[config.mk]
export PLATFORM = sky130hd
export DESIGN_NAME = esst_out
export DESIGN_NICKNAME = d
export VERILOG_FILES = /design/src/sv/esst_pkg.sv /design/src/sv/esst_out.sv
export SDC_FILE = /design/constraint.sdc
export NUM_CORES = 1
export LEC_CHECK = 0
export BUFFER_PORTS_ARGS = -buffer_cell sky130_fd_sc_hd__buf_2
export CAP_MARGIN = 15
export CORE_MARGIN = 2
export CORE_UTILIZATION = 43
export DETAILED_ROUTE_END_ITERATION = 6
export PLACE_DENSITY = 0.8
export SYNTH_ARGS = -nofsm -noshare
export SYNTH_HDL_FRONTEND = slang
export SYNTH_SLANG_ARGS = --single-unit
[constraint.sdc]
create_clock -name clk -period 0.85 [get_ports clk]
set_clock_uncertainty 0.2 [all_clocks]
set_input_delay 0.1275 -clock clk [delete_from_list [all_inputs] [get_ports clk]]
set_output_delay 0.1275 -clock clk [all_outputs]
set_load 0.01 [all_outputs]
[src/sv/esst_pkg.sv]
// ============================================================================
// esst_pkg
// Shared types, constants and key functions of the directory entry sorter.
// ============================================================================
package esst_pkg;

    // Table depth and derived widths
    localparam int MAX_ENTRIES = 1024;
    localparam int ADDR_W      = $clog2(MAX_ENTRIES);
    localparam int CNT_W       = ADDR_W + 1;

    // Seconds within a month: up to 31*86400 + 31*3600 + 63*60 + 63 < 2^22
    localparam int DSEC_W = 22;
    localparam logic [DSEC_W-1:0] SECS_PER_DAY  = DSEC_W'(86400);
    localparam logic [DSEC_W-1:0] SECS_PER_HOUR = DSEC_W'(3600);
    localparam logic [DSEC_W-1:0] SECS_PER_MIN  = DSEC_W'(60);

    // Stream data width, whole bytes
    localparam int TDATA_W = 120;

    // Commands (tuser on the input side)
    localparam logic CMD_LOAD  = 1'b0;
    localparam logic CMD_FETCH = 1'b1;

    // Sort modes
    localparam logic MODE_SIZE = 1'b0;
    localparam logic MODE_TIME = 1'b1;

    // One directory entry, tag in the lowest bits (same layout as tdata)
    typedef struct packed {
        logic        folder;
        logic [62:0] size;
        logic [5:0]  second;
        logic [5:0]  minute;
        logic [4:0]  hour;
        logic [4:0]  day;
        logic [3:0]  month;
        logic [14:0] year;
        logic [9:0]  tag;
    } entry_t;

    localparam int ENTRY_W = $bits(entry_t);

    // Memory row: entry plus its precomputed seconds-in-month key
    typedef struct packed {
        logic [DSEC_W-1:0] dsec;
        entry_t            ent;
    } row_t;

    // Memory port command from the controller
    typedef struct packed {
        logic              we;
        logic [ADDR_W-1:0] waddr;
        row_t              wdata;
        logic              re;
        logic [ADDR_W-1:0] raddr;
    } ram_cmd_t;

    // Fetch result request, taken into the output stage in the cycle after it is issued
    typedef struct packed {
        logic valid;
        logic none;
        logic last;
    } fetch_req_t;

    // Controller states
    typedef enum logic [2:0] {
        ST_LOAD,
        ST_FETCH,
        ST_RD_I,
        ST_GET_I,
        ST_SCAN,
        ST_PUT_I
    } state_t;

    // day*86400 + hour*3600 + minute*60 + second
    function automatic logic [DSEC_W-1:0] day_seconds(input entry_t e);
        day_seconds = DSEC_W'(e.day) * SECS_PER_DAY
                    + DSEC_W'(e.hour) * SECS_PER_HOUR
                    + DSEC_W'(e.minute) * SECS_PER_MIN
                    + DSEC_W'(e.second);
    endfunction

    // True when row b must move ahead of row a (strictly greater key)
    function automatic logic key_greater(input row_t b, input row_t a, input logic mode);
        if (mode == MODE_SIZE)
        begin
            key_greater = (b.ent.size > a.ent.size);
        end
        else
        begin
            key_greater = ({b.ent.year, b.ent.month, b.dsec} >
                           {a.ent.year, a.ent.month, a.dsec});
        end
    endfunction

endpackage

[src/sv/esst_out.sv]
// ============================================================================
// esst_out
// Output register for fetch results, holds a word until it is taken.
// ============================================================================
module esst_out (
    input  logic                 clk,
    input  logic                 rst_n,
    input  esst_pkg::fetch_req_t req,
    input  esst_pkg::row_t       rd_data,
    input  logic                 m_tready,
    output logic                 m_tvalid,
    output esst_pkg::entry_t     m_ent,
    output logic                 m_last,
    output logic                 m_none,
    output logic                 out_free
);
    import esst_pkg::*;

    logic   valid_reg;
    entry_t ent_reg;
    logic   last_reg;
    logic   none_reg;

    // Valid flag
    always_ff @(posedge clk or negedge rst_n)
    begin
        if (!rst_n)
        begin
            valid_reg <= 1'b0;
        end
        else if (req.valid)
        begin
            valid_reg <= 1'b1;
        end
        else if (m_tready)
        begin
            valid_reg <= 1'b0;
        end
    end

    // Payload, zeros when no entry is left
    always_ff @(posedge clk)
    begin
        if (req.valid)
        begin
            ent_reg  <= req.none ? '0 : rd_data.ent;
            last_reg <= req.last && !req.none;
            none_reg <= req.none;
        end
    end

    assign m_tvalid = valid_reg;
    assign m_ent    = ent_reg;
    assign m_last   = last_reg;
    assign m_none   = none_reg;
    assign out_free = !valid_reg || m_tready;

endmodule

==> flow_metrics.env <==
export IMPL_fin_crit_sh_pct=170
export IMPL_critPathBufInv=1
export IMPL_core_area_mm2=0.00977
export IMPL_p_per_area_mw_per_mm2=2130
export IMPL_seq_area_frac_synth_pct=81.4
export IMPL_drc_errors=0
export IMPL_grt_overflow=0
export IMPL_final_setup_viol_count=160
export IMPL_arrival_ns=1.12
export IMPL_slew_headroom_pct=82.0
export IMPL_worst_slack_ns=-0.596
export IMPL_ys_types=6
export IMPL_vias=3354
export IMPL_grt_max_degree=59
export IMPL_synth_area_top_cells="edfxtp_1, nor2b_1, buf_4, buf_2, dfrtp_1"
export IMPL_drive_gt1_share_pct=42.9
export IMPL_synth_largest_area_cell="edfxtp_1"
export IMPL_crit_path_start_kind="register"
export IMPL_start_util_pct=44.5
export IMPL_worstSetupPathType="reg2out"
export IMPL_slew_violations=0
export IMPL_period_needed_ns=1.45
export IMPL_insertion_delay_ns=0.50
export IMPL_area_growth_pct=73.1
export IMPL_status="complete, but fails checks"
export IMPL_ctsHoldBuffers=118
export IMPL_postPlaceCellArea_mm2=0.00578
export IMPL_power_leakage_nw=3.37
export IMPL_synthFlopType="edfxtp_1"
export IMPL_synth_edff_count=117
export IMPL_syn_area_mm2=0.00435
export IMPL_end_kind="output port"
export IMPL_drtAntennaViolNets=0
export IMPL_die_h_um=105
export IMPL_clk_pin_slew_ns=0.06
export IMPL_final_fill_count=560
export IMPL_synthArstFlopShare_pct=0.847
export IMPL_dr_pass1_iters=4
export IMPL_cts_tree="built"
export IMPL_finalHoldViolations=153
export IMPL_io_pins=262
export IMPL_grt_pass1_vias=3725
export IMPL_viasPerCell=4.52
export IMPL_hp_class="in2reg"
export IMPL_nets=739
export IMPL_cts_root_buffer="clkbuf_8"
export IMPL_clockBufferDepth=2
export IMPL_synth_most_common_cell="edfxtp_1"
export IMPL_synthCells=248
export IMPL_antenna_found_initial=0
export IMPL_drtIter0Drc=128
export IMPL_cp_slowest_cell="dfrtp_1"
export IMPL_gp_congestion=0.751
export IMPL_htree_levels=4
export IMPL_post_route_util_pct=77.0
export IMPL_synth_nets=391
export IMPL_grt_pass1_wl_mm=19.1
export IMPL_row_count=36
export IMPL_cpLargestDelayFamily="flip-flops"
export IMPL_die_w_um=105
export IMPL_max_slew_worst_pin_slew_ns=0.271
export IMPL_dp_hpwl_mm=6.87
export IMPL_grt_setup_unrepaired="yes"
export IMPL_synth_seq_cells=118
export IMPL_post_drt_wl_per_cell_um=16.4
export IMPL_fin_hold_ws_ns=-0.219
export IMPL_vdd_drop_max_mv=1.59
export IMPL_fmax_mhz=691
export IMPL_die_area_mm2=0.0109
export IMPL_portBuffers=239
export IMPL_synthTopCellsByCount="edfxtp_1, nor2b_1, buf_2"
export IMPL_antenna_cells=0
export IMPL_crit_fanout=2
export IMPL_drv_cap=0
export IMPL_drt_total_wl_mm=12.2
export IMPL_cp_data_required_time_ns=0.52
export IMPL_design_area_mm2=0.00753
export IMPL_cp_cell_sequence="nand2b_1 > buf_2"
export IMPL_grtUsageTotal_pct=23.1
export IMPL_violations="negative hold slack, negative setup slack"
export IMPL_cts_sinks=118
export IMPL_cts_buffers=17
export IMPL_yosys_area_top_type_share_pct=80.8
export IMPL_postSynthAreaPerCell_um2=17.5
export IMPL_critPathMaxStageDelay_ns=0.38
export IMPL_ys_warnings_count=0
## where the power goes
group | switching [W] | total [W] | internal [W] | leakage, nW
clock network | 0.00261 | 0.00709 | 0.00448 | 0.277
registers | 0.000121 | 0.00703 | 0.00691 | 1.14
logic | 0.000858 | 0.00189 | 0.00104 | 1.96
total | 0.00359 | 0.0160 | 0.0124 | 3.37
## area by class of cell
type	instances	area [um2]	area share, %
Clock inverter	15	178	2.36
Tap cell	133	166	2.21
Multi-Input combinational cell	118	758	10.1
Sequential cell	118	3540	47.0
Timing Repair Buffer	341	2470	32.9
Clock buffer	17	414	5.50
## layer usage
layer  routed length, um  share of wire (%)  vias to the layer above  track usage, %
met1                4410                 36                     1571            23.8
met2                6480                 53                      192            42.6
met5                   0                  0                        -               0
met3                 912                7.5                       30            7.11
met4                 372                3.1                        0            10.5
li1                    -                  -                     1561               -
## repair_timing
action	CTS	global route
hold endpoints to repair	236	155
gates resized for setup	0	42
setup buffers	1	0
setup endpoints to repair	119	179
## layout by cell type (no fill, tap or decap), types with 4 or more instances in the layout
cell / synthesis / routed
buf_2: 7 / 207
inv_6: 0 / 4
dlygate4sd3_1: 0 / 86
edfxtp_1: 117 / 117
buf_12: 0 / 4
buf_4: 5 / 10
clkbuf_16: 0 / 16
nor2b_1: 116 / 110
nor2b_2: 0 / 5
clkinvlp_4: 0 / 5
dlymetal6s4s_1: 0 / 32
## metrics by stage
step / total power [W] / setup TNS (ns) / std cells / setup WS, ns
CTS: 0.0161 / -60.69 / 770 / -0.591
detailed placement: 0.00858 / -46.86 / 619 / -0.232
global placement: 0.00852 / -45.45 / 619 / -0.238
global route: 0.0166 / -63.52 / 742 / -0.655
finish: 0.0160 / -57.91 / 742 / -0.596
floorplan: 0.00769 / -0.0768 / 248 / -0.0681
## path summary, 6_finish.rpt
check	start	endpoint	slack, ns	cells after the start
max reg2reg	m_tvalid$_DFFE_PN0P_	m_tvalid$_DFFE_PN0P_	-0.09	3
min	req[2]	m_ent[31]$_SDFFCE_PP0P_	-0.22	1
min reg2reg	m_tvalid$_DFFE_PN0P_	m_tvalid$_DFFE_PN0P_	0.45	3
min in group asynchronous	rst_n	m_tvalid$_DFFE_PN0P_	0.31	3
max	m_tvalid$_DFFE_PN0P_	out_free	-0.60	2
max in group asynchronous	rst_n	m_tvalid$_DFFE_PN0P_	0.03	3
## registers in the layout (all words and copies together), names as in the netlist
register	flops
m_last	1
m_tvalid	1
m_none	1
m_ent	115
## cell families after synthesis
family | count (synthesis) | share of synthesized area, %
and+or+nand+nor | 118 | 17.0
DFF | 118 | 81.4
buffers and inverters | 12 | 1.67
Power figures use the tool's default switching activity.
