**src/sv/esst_pkg.sv**
```systemverilog
// ============================================================================
// esst_pkg
// Shared types, constants and key functions of the directory entry sorter.
// ============================================================================
package esst_pkg;

    // Table depth and derived widths
    localparam int MAX_ENTRIES = 1024;
    localparam int ADDR_W      = $clog2(MAX_ENTRIES);
    localparam int CNT_W       = ADDR_W + 1;

    // Seconds within a month: up to 31*86400 + 31*3600 + 63*60 + 63 < 2^22
    localparam int DSEC_W = 22;
    localparam logic [DSEC_W-1:0] SECS_PER_DAY  = DSEC_W'(86400);
    localparam logic [DSEC_W-1:0] SECS_PER_HOUR = DSEC_W'(3600);
    localparam logic [DSEC_W-1:0] SECS_PER_MIN  = DSEC_W'(60);

    // Stream data width, whole bytes
    localparam int TDATA_W = 120;

    // Commands (tuser on the input side)
    localparam logic CMD_LOAD  = 1'b0;
    localparam logic CMD_FETCH = 1'b1;

    // Sort modes
    localparam logic MODE_SIZE = 1'b0;
    localparam logic MODE_TIME = 1'b1;

    // One directory entry, tag in the lowest bits (same layout as tdata)
    typedef struct packed {
        logic        folder;
        logic [62:0] size;
        logic [5:0]  second;
        logic [5:0]  minute;
        logic [4:0]  hour;
        logic [4:0]  day;
        logic [3:0]  month;
        logic [14:0] year;
        logic [9:0]  tag;
    } entry_t;

    localparam int ENTRY_W = $bits(entry_t);

    // Memory row: entry plus its precomputed seconds-in-month key
    typedef struct packed {
        logic [DSEC_W-1:0] dsec;
        entry_t            ent;
    } row_t;

    // Memory port command from the controller
    typedef struct packed {
        logic              we;
        logic [ADDR_W-1:0] waddr;
        row_t              wdata;
        logic              re;
        logic [ADDR_W-1:0] raddr;
    } ram_cmd_t;

    // Fetch result request, taken into the output stage in the cycle after it is issued
    typedef struct packed {
        logic valid;
        logic none;
        logic last;
    } fetch_req_t;

    // Controller states
    typedef enum logic [2:0] {
        ST_LOAD,
        ST_FETCH,
        ST_RD_I,
        ST_GET_I,
        ST_SCAN,
        ST_PUT_I
    } state_t;

    // day*86400 + hour*3600 + minute*60 + second
    function automatic logic [DSEC_W-1:0] day_seconds(input entry_t e);
        day_seconds = DSEC_W'(e.day) * SECS_PER_DAY
                    + DSEC_W'(e.hour) * SECS_PER_HOUR
                    + DSEC_W'(e.minute) * SECS_PER_MIN
                    + DSEC_W'(e.second);
    endfunction

    // True when row b must move ahead of row a (strictly greater key)
    function automatic logic key_greater(input row_t b, input row_t a, input logic mode);
        if (mode == MODE_SIZE)
        begin
            key_greater = (b.ent.size > a.ent.size);
        end
        else
        begin
            key_greater = ({b.ent.year, b.ent.month, b.dsec} >
                           {a.ent.year, a.ent.month, a.dsec});
        end
    endfunction

endpackage

```
**src/sv/esst_ctrl.sv**
```systemverilog
// ============================================================================
// esst_ctrl
// Load, exchange-sort and fetch sequencer around the entry table.
// ============================================================================
module esst_ctrl (
    input  logic                 clk,
    input  logic                 rst_n,
    // input words
    input  logic                 s_tvalid,
    output logic                 s_tready,
    input  logic                 s_cmd,
    input  esst_pkg::entry_t     s_ent,
    input  logic                 s_last,
    // configuration
    input  logic                 cfg_valid,
    input  logic                 cfg_data,
    // output stage
    input  logic                 out_free,
    output esst_pkg::fetch_req_t req,
    // table
    input  esst_pkg::row_t       rd_data,
    output esst_pkg::ram_cmd_t   ram_cmd
);
    import esst_pkg::*;

    state_t            state_reg, state_next;
    logic [CNT_W-1:0]  count_reg, count_next;
    logic [CNT_W-1:0]  rptr_reg, rptr_next;
    logic [ADDR_W-1:0] i_reg, i_next;
    logic [ADDR_W-1:0] j_reg, j_next;
    logic              sort_mode_reg;
    logic              mode_reg, mode_next;
    fetch_req_t        req_reg, req_next;
    row_t              hold_reg, hold_next;
    logic [CNT_W-1:0]  cnt_base;
    logic              accept;

    // Control registers
    always_ff @(posedge clk or negedge rst_n)
    begin
        if (!rst_n)
        begin
            state_reg <= ST_LOAD;
            count_reg <= '0;
            rptr_reg  <= '0;
            i_reg     <= '0;
            j_reg     <= '0;
            mode_reg  <= MODE_SIZE;
            req_reg   <= '0;
        end
        else
        begin
            state_reg <= state_next;
            count_reg <= count_next;
            rptr_reg  <= rptr_next;
            i_reg     <= i_next;
            j_reg     <= j_next;
            mode_reg  <= mode_next;
            req_reg   <= req_next;
        end
    end

    // Configuration register
    always_ff @(posedge clk or negedge rst_n)
    begin
        if (!rst_n)
        begin
            sort_mode_reg <= MODE_SIZE;
        end
        else if (cfg_valid)
        begin
            sort_mode_reg <= cfg_data;
        end
    end

    // Entry held at position i during a scan pass
    always_ff @(posedge clk)
    begin
        hold_reg <= hold_next;
    end

    assign s_tready = ((state_reg == ST_LOAD) || (state_reg == ST_FETCH)) &&
                      !req_reg.valid && out_free;
    assign accept   = s_tvalid && s_tready;
    // a load after the sort starts a new table
    assign cnt_base = (state_reg == ST_FETCH) ? '0 : count_reg;

    // Next state and memory commands
    always_comb
    begin
        state_next = state_reg;
        count_next = count_reg;
        rptr_next  = rptr_reg;
        i_next     = i_reg;
        j_next     = j_reg;
        mode_next  = mode_reg;
        hold_next  = hold_reg;
        req_next   = '0;
        ram_cmd    = '0;

        case (state_reg)
            ST_LOAD, ST_FETCH:
            begin
                if (accept && (s_cmd == CMD_LOAD))
                begin
                    count_next = cnt_base;
                    rptr_next  = '0;
                    state_next = ST_LOAD;
                    if (cnt_base < CNT_W'(MAX_ENTRIES))
                    begin
                        ram_cmd.we         = 1'b1;
                        ram_cmd.waddr      = cnt_base[ADDR_W-1:0];
                        ram_cmd.wdata.ent  = s_ent;
                        ram_cmd.wdata.dsec = day_seconds(s_ent);
                        count_next         = cnt_base + CNT_W'(1);
                    end
                    if (s_last)
                    begin
                        mode_next  = sort_mode_reg;
                        i_next     = '0;
                        state_next = (count_next >= CNT_W'(2)) ? ST_RD_I : ST_FETCH;
                    end
                end
                else if (accept)
                begin
                    req_next.valid = 1'b1;
                    if ((state_reg == ST_FETCH) && (rptr_reg < count_reg))
                    begin
                        ram_cmd.re    = 1'b1;
                        ram_cmd.raddr = rptr_reg[ADDR_W-1:0];
                        req_next.last = ((rptr_reg + CNT_W'(1)) == count_reg);
                        rptr_next     = rptr_reg + CNT_W'(1);
                    end
                    else
                    begin
                        req_next.none = 1'b1;
                    end
                end
            end

            // read the entry at position i
            ST_RD_I:
            begin
                ram_cmd.re    = 1'b1;
                ram_cmd.raddr = i_reg;
                state_next    = ST_GET_I;
            end

            // hold entry i, start reading j = i + 1
            ST_GET_I:
            begin
                hold_next     = rd_data;
                ram_cmd.re    = 1'b1;
                ram_cmd.raddr = i_reg + ADDR_W'(1);
                j_next        = i_reg + ADDR_W'(1);
                state_next    = ST_SCAN;
            end

            // compare entry j with the held one, swap when strictly greater
            ST_SCAN:
            begin
                if (key_greater(rd_data, hold_reg, mode_reg))
                begin
                    ram_cmd.we    = 1'b1;
                    ram_cmd.waddr = j_reg;
                    ram_cmd.wdata = hold_reg;
                    hold_next     = rd_data;
                end
                if (({1'b0, j_reg} + CNT_W'(1)) < count_reg)
                begin
                    ram_cmd.re    = 1'b1;
                    ram_cmd.raddr = j_reg + ADDR_W'(1);
                    j_next        = j_reg + ADDR_W'(1);
                end
                else
                begin
                    state_next = ST_PUT_I;
                end
            end

            // write the winner back to position i
            ST_PUT_I:
            begin
                ram_cmd.we    = 1'b1;
                ram_cmd.waddr = i_reg;
                ram_cmd.wdata = hold_reg;
                if (({1'b0, i_reg} + CNT_W'(2)) < count_reg)
                begin
                    i_next     = i_reg + ADDR_W'(1);
                    state_next = ST_RD_I;
                end
                else
                begin
                    rptr_next  = '0;
                    state_next = ST_FETCH;
                end
            end

            default:
            begin
                state_next = ST_LOAD;
            end
        endcase
    end

    assign req = req_reg;

endmodule

```
**config.mk**
```make
export PLATFORM = sky130hd
export DESIGN_NAME = esst_ctrl
export DESIGN_NICKNAME = d
export VERILOG_FILES = /design/src/sv/esst_pkg.sv /design/src/sv/esst_ctrl.sv
export SDC_FILE = /design/constraint.sdc
export NUM_CORES = 1
export LEC_CHECK = 0
export ABC_AREA = 1
export ABC_CLOCK_PERIOD_IN_PS = 9700
export BUFFER_PORTS_ARGS = -buffer_cell sky130_fd_sc_hd__buf_2
export CAP_MARGIN = 20
export CORE_MARGIN = 2
export CORE_UTILIZATION = 35
export CTS_CLUSTER_DIAMETER = 40
export DETAILED_ROUTE_END_ITERATION = 16
export SETUP_SLACK_MARGIN = 0.5
export SYNTH_ARGS = -nofsm -noshare
export SYNTH_HDL_FRONTEND = slang
export SYNTH_SLANG_ARGS = --single-unit
```
**constraint.sdc**
```tcl
create_clock -name clk -period 9.7 [get_ports clk]
set_input_delay 0.97 -clock clk [delete_from_list [all_inputs] [get_ports clk]]
set_output_delay 0.97 -clock clk [all_outputs]
set_load 0.05 [all_outputs]
```
==> out/metrics.yaml <==
drive_above_1_share: 0.2268
synth-simple-area-share: 0.3261
core_area_um2: 49150
detailroute.via_count: 16600
synth_compound_area_frac: 0.06707
path_clk_slew_ns: 0.08
p_int_mw: 2.189
p_leak_nw: 10.38
port_buffers: 422
synth_nets: 2755
hold_viol: 0
maxSlewViolCount: 0
syn_inst: 2255
die-area_um2: 51740
synth-xor-area-share: 0.02334
regToRegSetupSlack_ns: 4.72
cts_tree: "built"
post_cts_buffers: 0
fin_crit_sh: 0.7179
dp.final_hpwl_mm: 48.62
crit_required_ns: 8.73
postRouteAntennaNets: 0
finalWeightedCongestion: 0.9282
criticalPathCategory: "input pin to primary output"
largest_reg_flops: 137
die_w_um: 227.5
grt_pass1_wl_mm: 92.74
synth_warnings: 0
fin_crit_ns: 6.963
combPwrFrac: 0.567
wirelength_mm: 61.12
relSlewSlack: 0.09273
p_clk_frac: 0.173
cts_resized: 0
grt_setup_unrepaired: "no"
initial_core_util: 0.3556
switching_share: 0.5186
peakVddDrop_mv: 0.1727
insertion_delay_ns: 0.50
pin_count: 423
worstPathArrival_ns: 5.99
grt_max_degree: 158
area_growth_pct: 18.08
drtIter0Drc: 961
drtPass1Iterations: 5
pwr_density_cell_nw_per_um2: 220.2
synth_ff_type: "edfxtp_1"
root_buffer: "clkbuf_16"
num_rows: 81
final.setup.tns_ns: 0
synth_seq_cells: 187
cts_htree_levels: 4
met2_usage: 0.3991
worstSetupStartpointType: "input pin"
clock_skew_ns: 0.01754
hp-class: "register to register"
grt_pass1_vias: 16110
ys_seq_area_frac: 0.3069
fin_nets: 3132
busiest_layer: "met2"
synthArstFlopShare: 0.2674
clock_sinks: 187
layout_common_cells: "nand2_1, buf_2, inv_1"
fillCellCount: 4995
clock.fmax_mhz: 143.6
crit_fanout: 6
placedCellCount: 3277
synth_area_per_cell_um2: 7.751
use_met3: 0.05279
setup_viol: 0
syn-cell-area_um2: 17480
cts_hold_buffers: 0
synth.area.mux_share: 0
grt_use_met1: 0.3097
synth-adder-area-share: 0.1817
synth_edf_count: 137
worst_pin_slew_ns: 1.361
clockBufferDepth: 2
viasPerCell: 5.009
maxCapViolCount: 0
seqPwrFrac: 0.260
drc: 0
status: "complete, no violations"
die_y_um: 227.5
p_sw_mw: 2.357
layout_commonest_cell: "nand2_1"
ys_types: 47
track_usage: 0.2394
final_cells: 3313
synth_top_family_by_area: "simple AND/OR/NAND/NOR gates"
overflow: 0
crit_path_end_kind: "primary output"
cts_buffers: 17
antenna_found_initial: 9
wl_per_cell_um: 18.45
-- layout make-up --
type                    instances  area [um^2]  share of cell area
diodes                          4        10.01           0.0004850
clock buffers                  21        493.0             0.02388
clock inverters                11        128.9            0.006244
inverters                     300         1126             0.05456
multi-input cells            1694        10490              0.5081
flip-flops and latches        187         5365              0.2599
well taps                     664        830.8             0.04025
repair buffers                432         2200              0.1066
-- path summary, 6_finish.rpt --
kind	startpoint	to	cells after the start
worst min register to register	rptr_reg[9]	rptr_reg[9]	2
min in group asynchronous	rst_n	i_reg[8]	2
worst min-delay path	rptr_reg[9]	rptr_reg[9]	2
worst max-delay path	s_ent[42]	ram_cmd[140]	25
max in group asynchronous	rst_n	i_reg[5]	2
worst max register to register	hold_reg[105]	hold_reg[25]	13
-- power groups by stage --
stage               Clock [mW]  Combinational, mW  Sequential (mW)
finish                   0.785               2.58             1.18
detailed placement           0               2.58             1.20
global placement             0               2.54             1.20
CTS                      0.811               2.59             1.18
floorplan                    0               2.01             1.15
global route             0.837               2.88             1.20
-- synthesized netlist by cell type, types with 2 or more instances --
cell type  number  share of area
a21o_1          7         0.0030
clkbuf_1       26         0.0056
o21ai_0        66          0.019
nand2_2         2        0.00072
nor3_1         12         0.0034
a22oi_1         2        0.00086
xor2_1         31          0.016
o221ai_1        6         0.0030
nor2_2          4         0.0014
xnor2_1        13         0.0065
buf_2          25         0.0072
nand2_1       636           0.14
nand3b_1        6         0.0026
edfxtp_1      137           0.24
ha_1          217           0.16
o2111ai_1       3         0.0015
nand4_1        20         0.0072
nor2_4          2         0.0013
nand2_4         2         0.0013
nor3_2          4         0.0023
o21a_1          6         0.0026
buf_6           3         0.0019
buf_1           3        0.00064
inv_1         294          0.063
dfrtp_1        50          0.072
a21boi_0        6         0.0026
nor2_1        117          0.025
buf_12         11          0.013
buf_4           6         0.0026
a211oi_1        3         0.0013
a21oi_1        86          0.025
o22ai_1         9         0.0032
o21bai_1        7         0.0030
o21ai_1         6         0.0017
nand3_1       276          0.079
or2_2          12         0.0043
inv_2           6         0.0013
nand3_2       101          0.058
fa_1           23          0.026
nor4_1          2        0.00072
-- per-layer routing --
metal  wire length (um)  vias to the layer above
met4               1367                       10
li1                   -                     8241
met2              28520                      543
met3               4127                       71
met1              27030                     7731
met5                 70                        -
-- metrics by stage --
step	utilization	total power, mW	setup WS, ns	hold WS [ns]	area, um^2
global route	0.4198	4.922	2.294	0.6020	20630
finish	0.4199	4.546	2.737	0.5727	20640
CTS	0.4197	4.585	2.784	0.5743	20630
detailed placement	0.4071	3.775	2.781	0.5525	20010
floorplan	-	3.161	3.256	0.4717	17480
global placement	0.4071	3.737	2.834	0.5285	20010
-- cells by family after synthesis --
| group | after synthesis |
|---|---|
| compound gates | 209 |
| buf+inv | 374 |
| simple gates | 1200 |
| xor+xnor | 45 |
| flops | 187 |
| fa+ha+maj | 240 |
-- worst max-delay path, stage by stage --
cell     delay [ns]
buf_2          0.13
inv_1          0.19
fa_1           0.48
fa_1           0.51
inv_1          0.04
ha_1           0.35
a21oi_1        0.16
nand2_1        0.09
a21o_1         0.17
a21oi_1        0.19
o21ai_0        0.11
a21oi_1        0.16
xnor2_1        0.21
fa_1           0.48
ha_1           0.37
a21oi_1        0.23
nor2_1         0.06
nor2_1         0.09
inv_1          0.06
a21oi_1        0.17
inv_1          0.09
or2_2          0.27
nand3_1        0.09
nand3_1        0.08
buf_2          0.22
(Power assumes the default switching activity.)
